===== config.mk =====
export PLATFORM = sky130hd
export DESIGN_NAME = flow_latency_jitter_stats
export DESIGN_NICKNAME = d
export VERILOG_FILES = /design/src/hdl/fljs_pkg.sv /design/src/hdl/flow_latency_jitter_stats.sv /design/src/hdl/fljs_ctrl.sv /design/src/hdl/fljs_datapath.sv
export SDC_FILE = /design/constraint.sdc
export NUM_CORES = 2
export LEC_CHECK = 0
export BUFFER_PORTS_ARGS = -buffer_cell sky130_fd_sc_hd__buf_2
export CAP_MARGIN = 5
export CORE_MARGIN = 3
export CORE_UTILIZATION = 50
export DETAILED_ROUTE_END_ITERATION = 12
export PLACE_DENSITY = 0.67
export SETUP_SLACK_MARGIN = 0.15
export SYNTH_ARGS = -nofsm -noshare
export SYNTH_HDL_FRONTEND = slang
export SYNTH_SLANG_ARGS = --single-unit

===== constraint.sdc =====
create_clock -name clk -period 37.3 [get_ports clk]
set_input_delay 3.73 -clock clk [delete_from_list [all_inputs] [get_ports clk]]
set_output_delay 3.73 -clock clk [all_outputs]
set_load 0.02 [all_outputs]

===== src/hdl/fljs_pkg.sv =====
// Shared types and constants for the flow latency and jitter statistics block.
package fljs_pkg;

    // Width of the delay and jitter sums.
    localparam int SUM_BITS = 64;

    // Controller states; each entry is read, its jitter formed, then written back.
    typedef enum logic [6:0] {
        S_IDLE    = 7'b0000001,
        S_RD_CLS  = 7'b0000010,
        S_JIT_CLS = 7'b0000100,
        S_UPD_CLS = 7'b0001000,
        S_RD_AGG  = 7'b0010000,
        S_JIT_AGG = 7'b0100000,
        S_UPD_AGG = 7'b1000000
    } state_t;

    typedef struct packed {
        logic latch;
        logic rd_en;
        logic jit_en;
        logic commit;
        logic agg;
    } cmd_t;

    typedef struct packed {
        logic out_free;
    } status_t;

endpackage


===== src/hdl/flow_latency_jitter_stats.sv =====
// The class result is registered into the output register at the class write-back, after the
// class read and jitter step; the aggregate result follows at the aggregate write-back. A new item
// is taken only once both are done: on the single-port entry memory the class and then the aggregate
// entry each take a read, a jitter step and a write-back. A stalled output holds the write-back state.
// Reset is asynchronous and active low; per-entry valid bits zero all counters at once,
// so there is no clearing pass and the block takes input in the first cycle after reset.
module flow_latency_jitter_stats
    import fljs_pkg::*;
#(
    parameter int FLOW_CLASSES = 6,
    parameter int TIME_BITS    = 48,
    parameter int COUNT_BITS   = 32
)
(
    input  logic                               clk,
    input  logic                               rst_n,
    input  logic                               in_valid,
    output logic                               in_stall,
    input  logic                               action,
    input  logic [$clog2(FLOW_CLASSES+1)-1:0]  flow_class,
    input  logic [TIME_BITS-1:0]               send_stamp,
    input  logic [TIME_BITS-1:0]               create_stamp,
    input  logic [TIME_BITS-1:0]               now_stamp,
    output logic                               out_valid,
    input  logic                               out_stall,
    output logic [$clog2(FLOW_CLASSES+1)-1:0]  entry_index,
    output logic [COUNT_BITS-1:0]              sent_total,
    output logic [COUNT_BITS-1:0]              received_total,
    output logic [SUM_BITS-1:0]                delay_total,
    output logic [COUNT_BITS-1:0]              jitter_samples,
    output logic [SUM_BITS-1:0]                jitter_total,
    output logic [TIME_BITS-1:0]               jitter_peak,
    output logic [TIME_BITS-1:0]               latest_delay,
    output logic                               last
);

    localparam int IDX_BITS = $clog2(FLOW_CLASSES + 1);

    cmd_t    cmd;
    status_t status;

    fljs_ctrl u_ctrl (
        .clk      (clk),
        .rst_n    (rst_n),
        .in_valid (in_valid),
        .in_stall (in_stall),
        .status   (status),
        .cmd      (cmd)
    );

    fljs_datapath #(
        .FLOW_CLASSES (FLOW_CLASSES),
        .TIME_BITS    (TIME_BITS),
        .COUNT_BITS   (COUNT_BITS),
        .IDX_BITS     (IDX_BITS)
    ) u_datapath (
        .clk            (clk),
        .rst_n          (rst_n),
        .cmd            (cmd),
        .status         (status),
        .action         (action),
        .flow_class     (flow_class),
        .send_stamp     (send_stamp),
        .create_stamp   (create_stamp),
        .now_stamp      (now_stamp),
        .out_valid      (out_valid),
        .out_stall      (out_stall),
        .entry_index    (entry_index),
        .sent_total     (sent_total),
        .received_total (received_total),
        .delay_total    (delay_total),
        .jitter_samples (jitter_samples),
        .jitter_total   (jitter_total),
        .jitter_peak    (jitter_peak),
        .latest_delay   (latest_delay),
        .last           (last)
    );

endmodule


===== src/hdl/fljs_ctrl.sv =====
// Controller state machine sequencing the class and aggregate entry updates.
module fljs_ctrl
    import fljs_pkg::*;
(
    input  logic    clk,
    input  logic    rst_n,
    input  logic    in_valid,
    output logic    in_stall,
    input  status_t status,
    output cmd_t    cmd
);

    state_t state_reg;
    state_t state_next;

    always_ff @(posedge clk or negedge rst_n)
    begin
        if (!rst_n)
        begin
            state_reg <= S_IDLE;
        end
        else
        begin
            state_reg <= state_next;
        end
    end

    always_comb
    begin
        state_next = state_reg;
        cmd        = '0;
        in_stall   = 1'b1;
        unique case (state_reg)
            S_IDLE:
            begin
                in_stall  = 1'b0;
                cmd.latch = in_valid;
                if (in_valid)
                begin
                    state_next = S_RD_CLS;
                end
            end
            S_RD_CLS:
            begin
                cmd.rd_en  = 1'b1;
                state_next = S_JIT_CLS;
            end
            S_JIT_CLS:
            begin
                cmd.jit_en = 1'b1;
                state_next = S_UPD_CLS;
            end
            S_UPD_CLS:
            begin
                cmd.commit = status.out_free;
                if (status.out_free)
                begin
                    state_next = S_RD_AGG;
                end
            end
            S_RD_AGG:
            begin
                cmd.agg    = 1'b1;
                cmd.rd_en  = 1'b1;
                state_next = S_JIT_AGG;
            end
            S_JIT_AGG:
            begin
                cmd.agg    = 1'b1;
                cmd.jit_en = 1'b1;
                state_next = S_UPD_AGG;
            end
            S_UPD_AGG:
            begin
                cmd.agg    = 1'b1;
                cmd.commit = status.out_free;
                if (status.out_free)
                begin
                    state_next = S_IDLE;
                end
            end
            default:
            begin
                state_next = S_IDLE;
            end
        endcase
    end

`ifndef ASSERT_OFF
    // A result is only written back when the output register can take it.
    a_commit_free: assert property (@(posedge clk) disable iff (!rst_n)
        cmd.commit |-> status.out_free)
        else $error("entry committed while output register busy");

    // Every accepted transfer is followed by the class entry read.
    a_latch_read: assert property (@(posedge clk) disable iff (!rst_n)
        cmd.latch |=> (cmd.rd_en && !cmd.agg))
        else $error("class read did not follow accepted transfer");

    // Once the aggregate is committed the block takes input again.
    a_agg_done: assert property (@(posedge clk) disable iff (!rst_n)
        (cmd.commit && cmd.agg) |=> !in_stall)
        else $error("input still stalled after aggregate commit");
`endif

endmodule


===== src/hdl/fljs_datapath.sv =====
// Datapath: entry memory, delay and jitter arithmetic and the output register.
module fljs_datapath
    import fljs_pkg::*;
#(
    parameter int FLOW_CLASSES = 6,
    parameter int TIME_BITS    = 48,
    parameter int COUNT_BITS   = 32,
    parameter int IDX_BITS     = 3
)
(
    input  logic                  clk,
    input  logic                  rst_n,
    input  cmd_t                  cmd,
    output status_t               status,
    input  logic                  action,
    input  logic [IDX_BITS-1:0]   flow_class,
    input  logic [TIME_BITS-1:0]  send_stamp,
    input  logic [TIME_BITS-1:0]  create_stamp,
    input  logic [TIME_BITS-1:0]  now_stamp,
    output logic                  out_valid,
    input  logic                  out_stall,
    output logic [IDX_BITS-1:0]   entry_index,
    output logic [COUNT_BITS-1:0] sent_total,
    output logic [COUNT_BITS-1:0] received_total,
    output logic [SUM_BITS-1:0]   delay_total,
    output logic [COUNT_BITS-1:0] jitter_samples,
    output logic [SUM_BITS-1:0]   jitter_total,
    output logic [TIME_BITS-1:0]  jitter_peak,
    output logic [TIME_BITS-1:0]  latest_delay,
    output logic                  last
);

    localparam int ENTRIES = FLOW_CLASSES + 1;
    localparam logic [IDX_BITS-1:0] AGG_IDX = IDX_BITS'(FLOW_CLASSES);
    localparam logic [IDX_BITS-1:0] TOP_CLS = IDX_BITS'(FLOW_CLASSES - 1);

    typedef struct packed {
        logic [COUNT_BITS-1:0] sent;
        logic [COUNT_BITS-1:0] recv;
        logic [COUNT_BITS-1:0] jcnt;
        logic [SUM_BITS-1:0]   dsum;
        logic [SUM_BITS-1:0]   jsum;
        logic [TIME_BITS-1:0]  jmax;
        logic [TIME_BITS-1:0]  prev;
        logic                  pvalid;
    } rec_t;

    function automatic logic [COUNT_BITS-1:0] sat_inc(input logic [COUNT_BITS-1:0] c);
        return (&c) ? c : c + 1'b1;
    endfunction

    function automatic logic [SUM_BITS-1:0] sat_add(input logic [SUM_BITS-1:0] a,
                                                    input logic [SUM_BITS-1:0] b);
        logic [SUM_BITS:0] s;
        s = {1'b0, a} + {1'b0, b};
        return s[SUM_BITS] ? {SUM_BITS{1'b1}} : s[SUM_BITS-1:0];
    endfunction

    rec_t                 mem [ENTRIES];
    logic [ENTRIES-1:0]   written_reg;
    rec_t                 rd_data_reg;
    logic                 rd_hit_reg;
    logic                 action_reg;
    logic [IDX_BITS-1:0]  cls_reg;
    logic [TIME_BITS-1:0] delay_reg;
    logic [TIME_BITS-1:0] jitter_reg;
    logic                 out_valid_reg;
    logic                 out_valid_next;

    logic [TIME_BITS-1:0] stamp;
    logic [TIME_BITS:0]   delay_diff;
    logic [TIME_BITS:0]   jit_diff;
    logic [IDX_BITS-1:0]  addr;
    rec_t                 cur;
    rec_t                 upd;

    // A zero send stamp falls back to the creation stamp; a stamp in the future clamps the delay to zero.
    assign stamp      = (send_stamp != '0) ? send_stamp : create_stamp;
    assign delay_diff = {1'b0, now_stamp} - {1'b0, stamp};
    assign addr       = cmd.agg ? AGG_IDX : cls_reg;

    always_ff @(posedge clk)
    begin
        if (cmd.latch)
        begin
            action_reg <= action;
            cls_reg    <= (flow_class >= AGG_IDX) ? TOP_CLS : flow_class;
            delay_reg  <= delay_diff[TIME_BITS] ? '0 : delay_diff[TIME_BITS-1:0];
        end
    end

    // Entries never written since reset read as zero.
    always_ff @(posedge clk)
    begin
        if (cmd.rd_en)
        begin
            rd_data_reg <= mem[addr];
            rd_hit_reg  <= written_reg[addr];
        end
        if (cmd.commit)
        begin
            mem[addr] <= upd;
        end
    end

    always_ff @(posedge clk or negedge rst_n)
    begin
        if (!rst_n)
        begin
            written_reg <= '0;
        end
        else if (cmd.commit)
        begin
            written_reg[addr] <= 1'b1;
        end
    end

    assign cur      = rd_hit_reg ? rd_data_reg : '0;
    assign jit_diff = {1'b0, delay_reg} - {1'b0, cur.prev};

    always_ff @(posedge clk)
    begin
        if (cmd.jit_en)
        begin
            jitter_reg <= jit_diff[TIME_BITS] ? cur.prev - delay_reg : jit_diff[TIME_BITS-1:0];
        end
    end

    always_comb
    begin
        upd = cur;
        if (!action_reg)
        begin
            upd.sent = sat_inc(cur.sent);
        end
        else
        begin
            upd.recv = sat_inc(cur.recv);
            upd.dsum = sat_add(cur.dsum, SUM_BITS'(delay_reg));
            if (cur.pvalid)
            begin
                upd.jcnt = sat_inc(cur.jcnt);
                upd.jsum = sat_add(cur.jsum, SUM_BITS'(jitter_reg));
                if (jitter_reg > cur.jmax)
                begin
                    upd.jmax = jitter_reg;
                end
            end
            upd.prev   = delay_reg;
            upd.pvalid = 1'b1;
        end
    end

    always_ff @(posedge clk)
    begin
        if (cmd.commit)
        begin
            entry_index    <= addr;
            sent_total     <= upd.sent;
            received_total <= upd.recv;
            delay_total    <= upd.dsum;
            jitter_samples <= upd.jcnt;
            jitter_total   <= upd.jsum;
            jitter_peak    <= upd.jmax;
            latest_delay   <= upd.prev;
            last           <= cmd.agg;
        end
    end

    always_comb
    begin
        priority if (cmd.commit)
        begin
            out_valid_next = 1'b1;
        end
        else if (!out_stall)
        begin
            out_valid_next = 1'b0;
        end
        else
        begin
            out_valid_next = out_valid_reg;
        end
    end

    always_ff @(posedge clk or negedge rst_n)
    begin
        if (!rst_n)
        begin
            out_valid_reg <= 1'b0;
        end
        else
        begin
            out_valid_reg <= out_valid_next;
        end
    end

    assign out_valid       = out_valid_reg;
    assign status.out_free = !out_valid_reg || !out_stall;

endmodule

# Word-level counts from Yosys, hierarchy flattened

Memory sizes are Yosys's and may differ from the RTL's. A register that Yosys moved wholly into a read port is not among the register bits.
Cells that the tools add are included.

Register bits after elaboration: 440
RAM bits: 2247
Input bits: 152
Bits in latches: 0
Word-level logic and storage cells: 87
Bits in read-only memories: 0
Memories: 1

$lt $le $gt $ge: 4
Div/mod/pow operators: 0
Bitwise logic cells: 1
Equal/unequal tests: 11
Multiply operators: 0
Mux-type cells: 32
Reduce and logical (&&, ||, !) cells: 13
Shifts and indexed selects: 0
Add/subtract/negate cells: 8

Memory list:

| name           | depth | width | read ports | clocked after Yosys merged registers in | wr ports | line                | source |
|---|---|---|---|---|---|---|---|
| u_datapath.mem | 7     | 321   | 1          | 1                                       | 1        | fljs_datapath.sv:59 | `rec_t mem [ENTRIES];` |

Operators by type and width:

| kind                                                | number |
|---|---|
| two-way mux 321 bit                                 | 1 |
| two-way mux 289 bit                                 | 1 |
| two-way mux 32 bit                                  | 5 |
| two-way mux 48 bit                                  | 3 |
| adder 64 x 48 -> 65 bit                             | 2 |
| two-way mux 64 bit                                  | 2 |
| two-way mux 112 bit                                 | 1 |
| subtractor 48 x 48 -> 49 bit                        | 2 |
| adder 32 x 1 -> 32 bit, second input constant       | 3 |
| AND reduction 32 bit                                | 3 |
| case mux 7 bit (7 select lines)                     | 1 |
| > comparator 48 bit                                 | 1 |
| nonzero test 48 bit                                 | 1 |
| subtractor 48 bit                                   | 1 |
| two-way mux 7 bit                                   | 3 |
| two-way mux 1 bit                                   | 12 |
| equality test 7 x 1 -> 1 bit, second input constant | 1 |
| equality test 7 x 2 -> 1 bit, second input constant | 1 |
| equality test 7 x 3 -> 1 bit, second input constant | 1 |
| equality test 7 x 4 -> 1 bit, second input constant | 1 |
| equality test 7 x 5 -> 1 bit, second input constant | 1 |
| equality test 7 x 6 -> 1 bit, second input constant | 1 |
| equality test 7 bit, second input constant          | 1 |
| OR 7 bit                                            | 1 |
| 14 further kinds                                    | 19 |

# Depth between registers and ports, before layout

Depth after elaboration: 9
Gate-level depth with buffers: 24

# By module

From an unflattened synthesis, not the netlist that was laid out.

Cells, all modules: 8818
Area total of the unflattened synthesis: 128518.3 um^2

By module, submodules not included:

| module        | times used | seq. area each (um^2) | cells an instance | area an instance (um^2) |
|---|---|---|---|---|
| fljs_datapath | 1          | 90076.4               | 8765              | 127962.7 |
| fljs_ctrl     | 1          | 176.4                 | 53                | 555.5 |

# Least setup slack after synthesis

No wires, ideal clock.

Path type: input -> register
From: input out_stall
To: register u_datapath.written_reg[2]
Stages on the path: 4
Data required time: 37.147 ns
Data arrival time: 35.817 ns
Setup slack: 1.330 ns
Buffers on the path: 0
Cells stage by stage: a21oi_1 nand2_1 nor2_1 or2_2

Longest elaborated chain between the ends: 3

RTL lines:

| element                         | line                            | source |
|---|---|---|
| from (decl)                     | flow_latency_jitter_stats.sv:25 | `input logic out_stall,` |
| logical NOT 1 bit               | --                              |  |
| logical OR 1 bit                | fljs_datapath.sv:199            | `assign status.out_free = !out_valid_reg \|\| !out_stall;` |
| two-way mux 1 bit               | fljs_ctrl.sv:33                 | `unique case (state_reg)` |
| to (signal assigned)            | fljs_datapath.sv:110            | `written_reg <= '0;` |
| to (signal, indexed assignment) | fljs_datapath.sv:114            | `written_reg[addr] <= 1'b1;` |
| to (decl)                       | fljs_datapath.sv:60             | `logic [ENTRIES-1:0] written_reg;` |

No other way between the ends.
A chain may end at the register's enable or synchronous reset.

# Worst setup path in the final report

From: input send_stamp[18]
To: register u_datapath.delay_reg[8] (data pin)

Longest elaborated chain between the ends: 3

RTL lines:

| element                          | line                            | source |
|---|---|---|
| from (decl)                      | flow_latency_jitter_stats.sv:21 | `input logic [TIME_BITS-1:0] send_stamp,` |
| nonzero test 48 bit              | fljs_datapath.sv:78             | `assign stamp = (send_stamp != '0) ? send_stamp : create_stamp;` |
| two-way mux 48 bit (*)           | fljs_datapath.sv:78             |  |
| subtractor 48 x 48 -> 49 bit (*) | fljs_datapath.sv:79             | `assign delay_diff = {1'b0, now_stamp} - {1'b0, stamp};` |
| to (signal assigned)             | fljs_datapath.sv:88             | `delay_reg <= delay_diff[TIME_BITS] ? '0 : delay_diff[TIME_BITS-1:0];` |
| to (decl)                        | fljs_datapath.sv:65             | `logic [TIME_BITS-1:0] delay_reg;` |

Every way passes the cells marked *; elsewhere a longest branch is shown, timed or not.

==> metrics.txt <==
status=finished clean; post-synth top area share=70.78%; FFs w/ async S/R, synth=0.4987%; critical path required time=about 38 ns; DRT Pass-1 Iters=6; Worst Reg2Reg Path Length in Cells=10; TritonCTS Buffers=317; main combinational cell family by area after synthesis=compound AO/OA/AOI/OAI gates; WS Path Type=primary input to flop; Avg WL per Cell=27.88 um; syn avg cell area=13.78 um2; Compound-Gate Fraction of Synth Area=about 15%; CP Capture Type=flop; Distinct cells, synth=between 90 and 100; simple-gate share of the synthesized area=7.064%; die area=~0.26 mm2; max FFs per register=2247; row count=around 180; pin count of the biggest net entering global routing=163; initial antenna violation count=22; Bufs on Longest Clock Path=4; crit start category=primary input; ys flop type=edfxtp_1; leading area contributor after synthesis=edfxtp_1; Antenna Nets Post-Route=0; Critical-path top delay cell=nor4_1; initial DRC count=roughly 9600; HPWL Detailed=about 230 mm; worst reg2reg path endpoint=u_datapath.mem[2][72]; vias per cell=6.273; Final Max Slew Viols=0; total gr overflow=0; IO Port Bufs=477; final hold vios=0; hold_buf cts=0; Fin Hold WS=around 0.47 ns; fmax=118.9 MHz; flop2flop setup slack=30.63 ns; synth warn=0; Endpoint, Worst Hold=u_datapath.written_reg[4]; Layout area overhead=12.33%; static leakage=between 40 and 50 nW; layout cells sized above 1=between 10% and 20%; Starting Density=50.37%; Tot Pwr=0.009898 W; post-CTS setup buffer count=0; Fin Setup TNS=0 ns; Worst R2R Start=u_ctrl.state_reg[3]; first-pass GRT wire length=537.7 mm; Root Buffer=clkbuf_16; syn_nets=just under 10000; crit-path cells=buf_2, nor4_1, nand4_1, nor3_2, buf_4, a21o_1, ha_1, inv_1, fa_1, a21o_1, a31oi_1, o311a_1, o21bai_1, o21ai_1, a311oi_1, and4_1, nor2_1, a31o_2, buf_4, and3b_1; Die H=approximately 510 um; DR vias=82733; Layout Nets=10049; mux cell area share after synthesis=less than 1%; Power Dens Cells=69.39 mW/mm2; GRT Total Usage=between 20% and 30%; RSZ-0062 raised after global routing=false; Clk Latency, worst-skew pair=0.99 ns; Period minus WS final=8.412 ns; Die Wd=510.0 um; Worst-path clk slew=~0.060 ns; Tcrit/Tclk final=22.55%; Rel. slew slack=11.20%; HP Start=u_datapath.written_reg[4]; VDD IR max=59.88 uV; largest cells by area after synthesis=edfxtp_1 (71%), a221oi_1 (4.5%), a21oi_1 (4.1%), nand2_1 (3.3%), ha_1 (2.9%); Sink Count=3008; XOR/XNOR share of the synthesized area=approximately 1.8%; EDFF count, synth=2993; Synth Area in Adders=2.936%; Mapped Cells=9214; Worst Hold Class=flop to flop; H-Tree Depth=5; area of the core=0.2521 mm2; setup violators final=0; Max Cap Viol=0; Worst Path Arrival=between 9 and 10 ns; Slew @ Worst Pin=1.318 ns; post_cts resized=0; Final Skew=around 0.072 ns; synthesis-stage register bit count=between 3000 and 4000; I/O Pins=478; Post-Route WL=~370 mm; synthesized area=about 0.13 mm2; CTS tree=done; WHS Path Cells=1; crit-path max FO=48; DRC=0; gpl congestion=slightly below 1; CP peak stage delay=0.68 ns; vias in the first global route=80200; register area share after synthesis=71.07%
[cell families (layout without fill, tap and decap cells)]
kind of cell	Yosys count	in the layout
adders and majority gates	295	295
and+or+nand+nor	2002	2002
DFF	3008	3008
other	0	10
AOI/OAI and AO/OA	2889	2889
xor gates and xnor gates	255	255
buffers and inverters	725	1341
muxes	40	40
[final cells by class]
| cell class | instances | area (um2) |
|---|---|---|
| clock buffer | 373 | 8185 |
| inverter | 169 | 643.1 |
| fill | 19840 | 109500 |
| sequential | 3008 | 90250 |
| multi-input combinational | 5481 | 34000 |
| timing repair buffer | 625 | 3656 |
| antenna | 10 | 25.02 |
| clock inverter | 174 | 1690 |
| tap | 3348 | 4189 |
[layout by cell type (no fill, tap or decap), drive strengths merged, types with 30 or more instances in the layout]
cell        n
nor2      284
mux2i      30
o21bai     45
clkinv    124
inv       180
nor4       32
nand2b     32
o21ai     648
nand4      87
clkbuf    375
a221oi    651
nand3      86
ha        290
nor3       39
a21oi    1036
buf       623
xnor2     131
a31oi      64
xor2      124
nand2    1134
edfxtp   2993
a21o      160
and3       38
o21a       39
bufinv     30
a2bb2oi    32
and2      127
[worst max-delay path, delay by kind of cell]
family	cells	cell delay, ns
adders and majority gates	2	0.73
and+or+nand+nor	6	1.76
buffers and inverters	4	1.04
AOI/OAI and AO/OA	8	1.81
[cells in the mapped netlist, types with 7 or more instances]
cell type,number
nand2b_1,32
a41oi_1,12
and2_1,126
or4_1,8
a211o_1,7
a21oi_1,1031
ha_1,290
a31o_2,9
nor4_1,32
xor2_1,124
o21bai_1,45
o22ai_1,7
buf_6,9
a221oi_1,650
dfrtp_1,14
and3_1,38
a31oi_1,64
a32oi_1,7
inv_1,167
nand4_1,87
o31ai_1,18
edfxtp_1,2993
o21ai_0,627
o21a_1,39
xnor2_1,131
o2bb2ai_1,21
buf_2,52
nand3_1,86
o211ai_1,25
nor2_1,284
nand2_1,1133
a2bb2oi_1,32
or2_2,23
nor3_1,39
clkbuf_1,470
o21ai_1,21
o22a_1,13
and4_1,24
or3_1,29
buf_1,20
nor2b_1,28
a21o_1,160
a21boi_0,11
a211oi_1,15
mux2i_1,30
[worst max-delay path by stage]
stage,start,to,cells past startpoint
2_1_floorplan,out_stall,u_datapath.written_reg[2],4
3_3_place_gp,send_stamp[18],u_datapath.delay_reg[8],20
3_5_place_dp,send_stamp[18],u_datapath.delay_reg[8],20
4_1_cts,send_stamp[18],u_datapath.delay_reg[8],20
5_1_grt,send_stamp[7],u_datapath.delay_reg[8],20
6_report,send_stamp[18],u_datapath.delay_reg[8],20
[per-stage QoR]
step                setup slack, ns  util, %  area (um2)  std cells
finish                        28.89    56.58      142600      13188
global route                  28.65    56.58      142600      13186
CTS                           28.95    56.56      142600      13173
detailed placement            27.92    52.64      132700      12626
global placement              27.74    52.64      132700      12626
floorplan                     1.330        -      127000       9214
[routing by layer]
layer / wire length [um] / vias up / track usage [%]
met2: 169700 / 3999 / 43.27
met1: 149700 / 41565 / 38.68
met3: 33910 / 573 / 5.553
li1: - / 36588 / -
met4: 14310 / 8 / 10.29
met5: 59 / - / 0
[where the power goes]
part	switching [W]	internal, W	total, W
Clock	0.00127	0.00177	0.00304
Sequential	0.000144	0.00423	0.00437
Combinational	0.00177	0.000711	0.00248
Power figures use the tool's default switching activity.
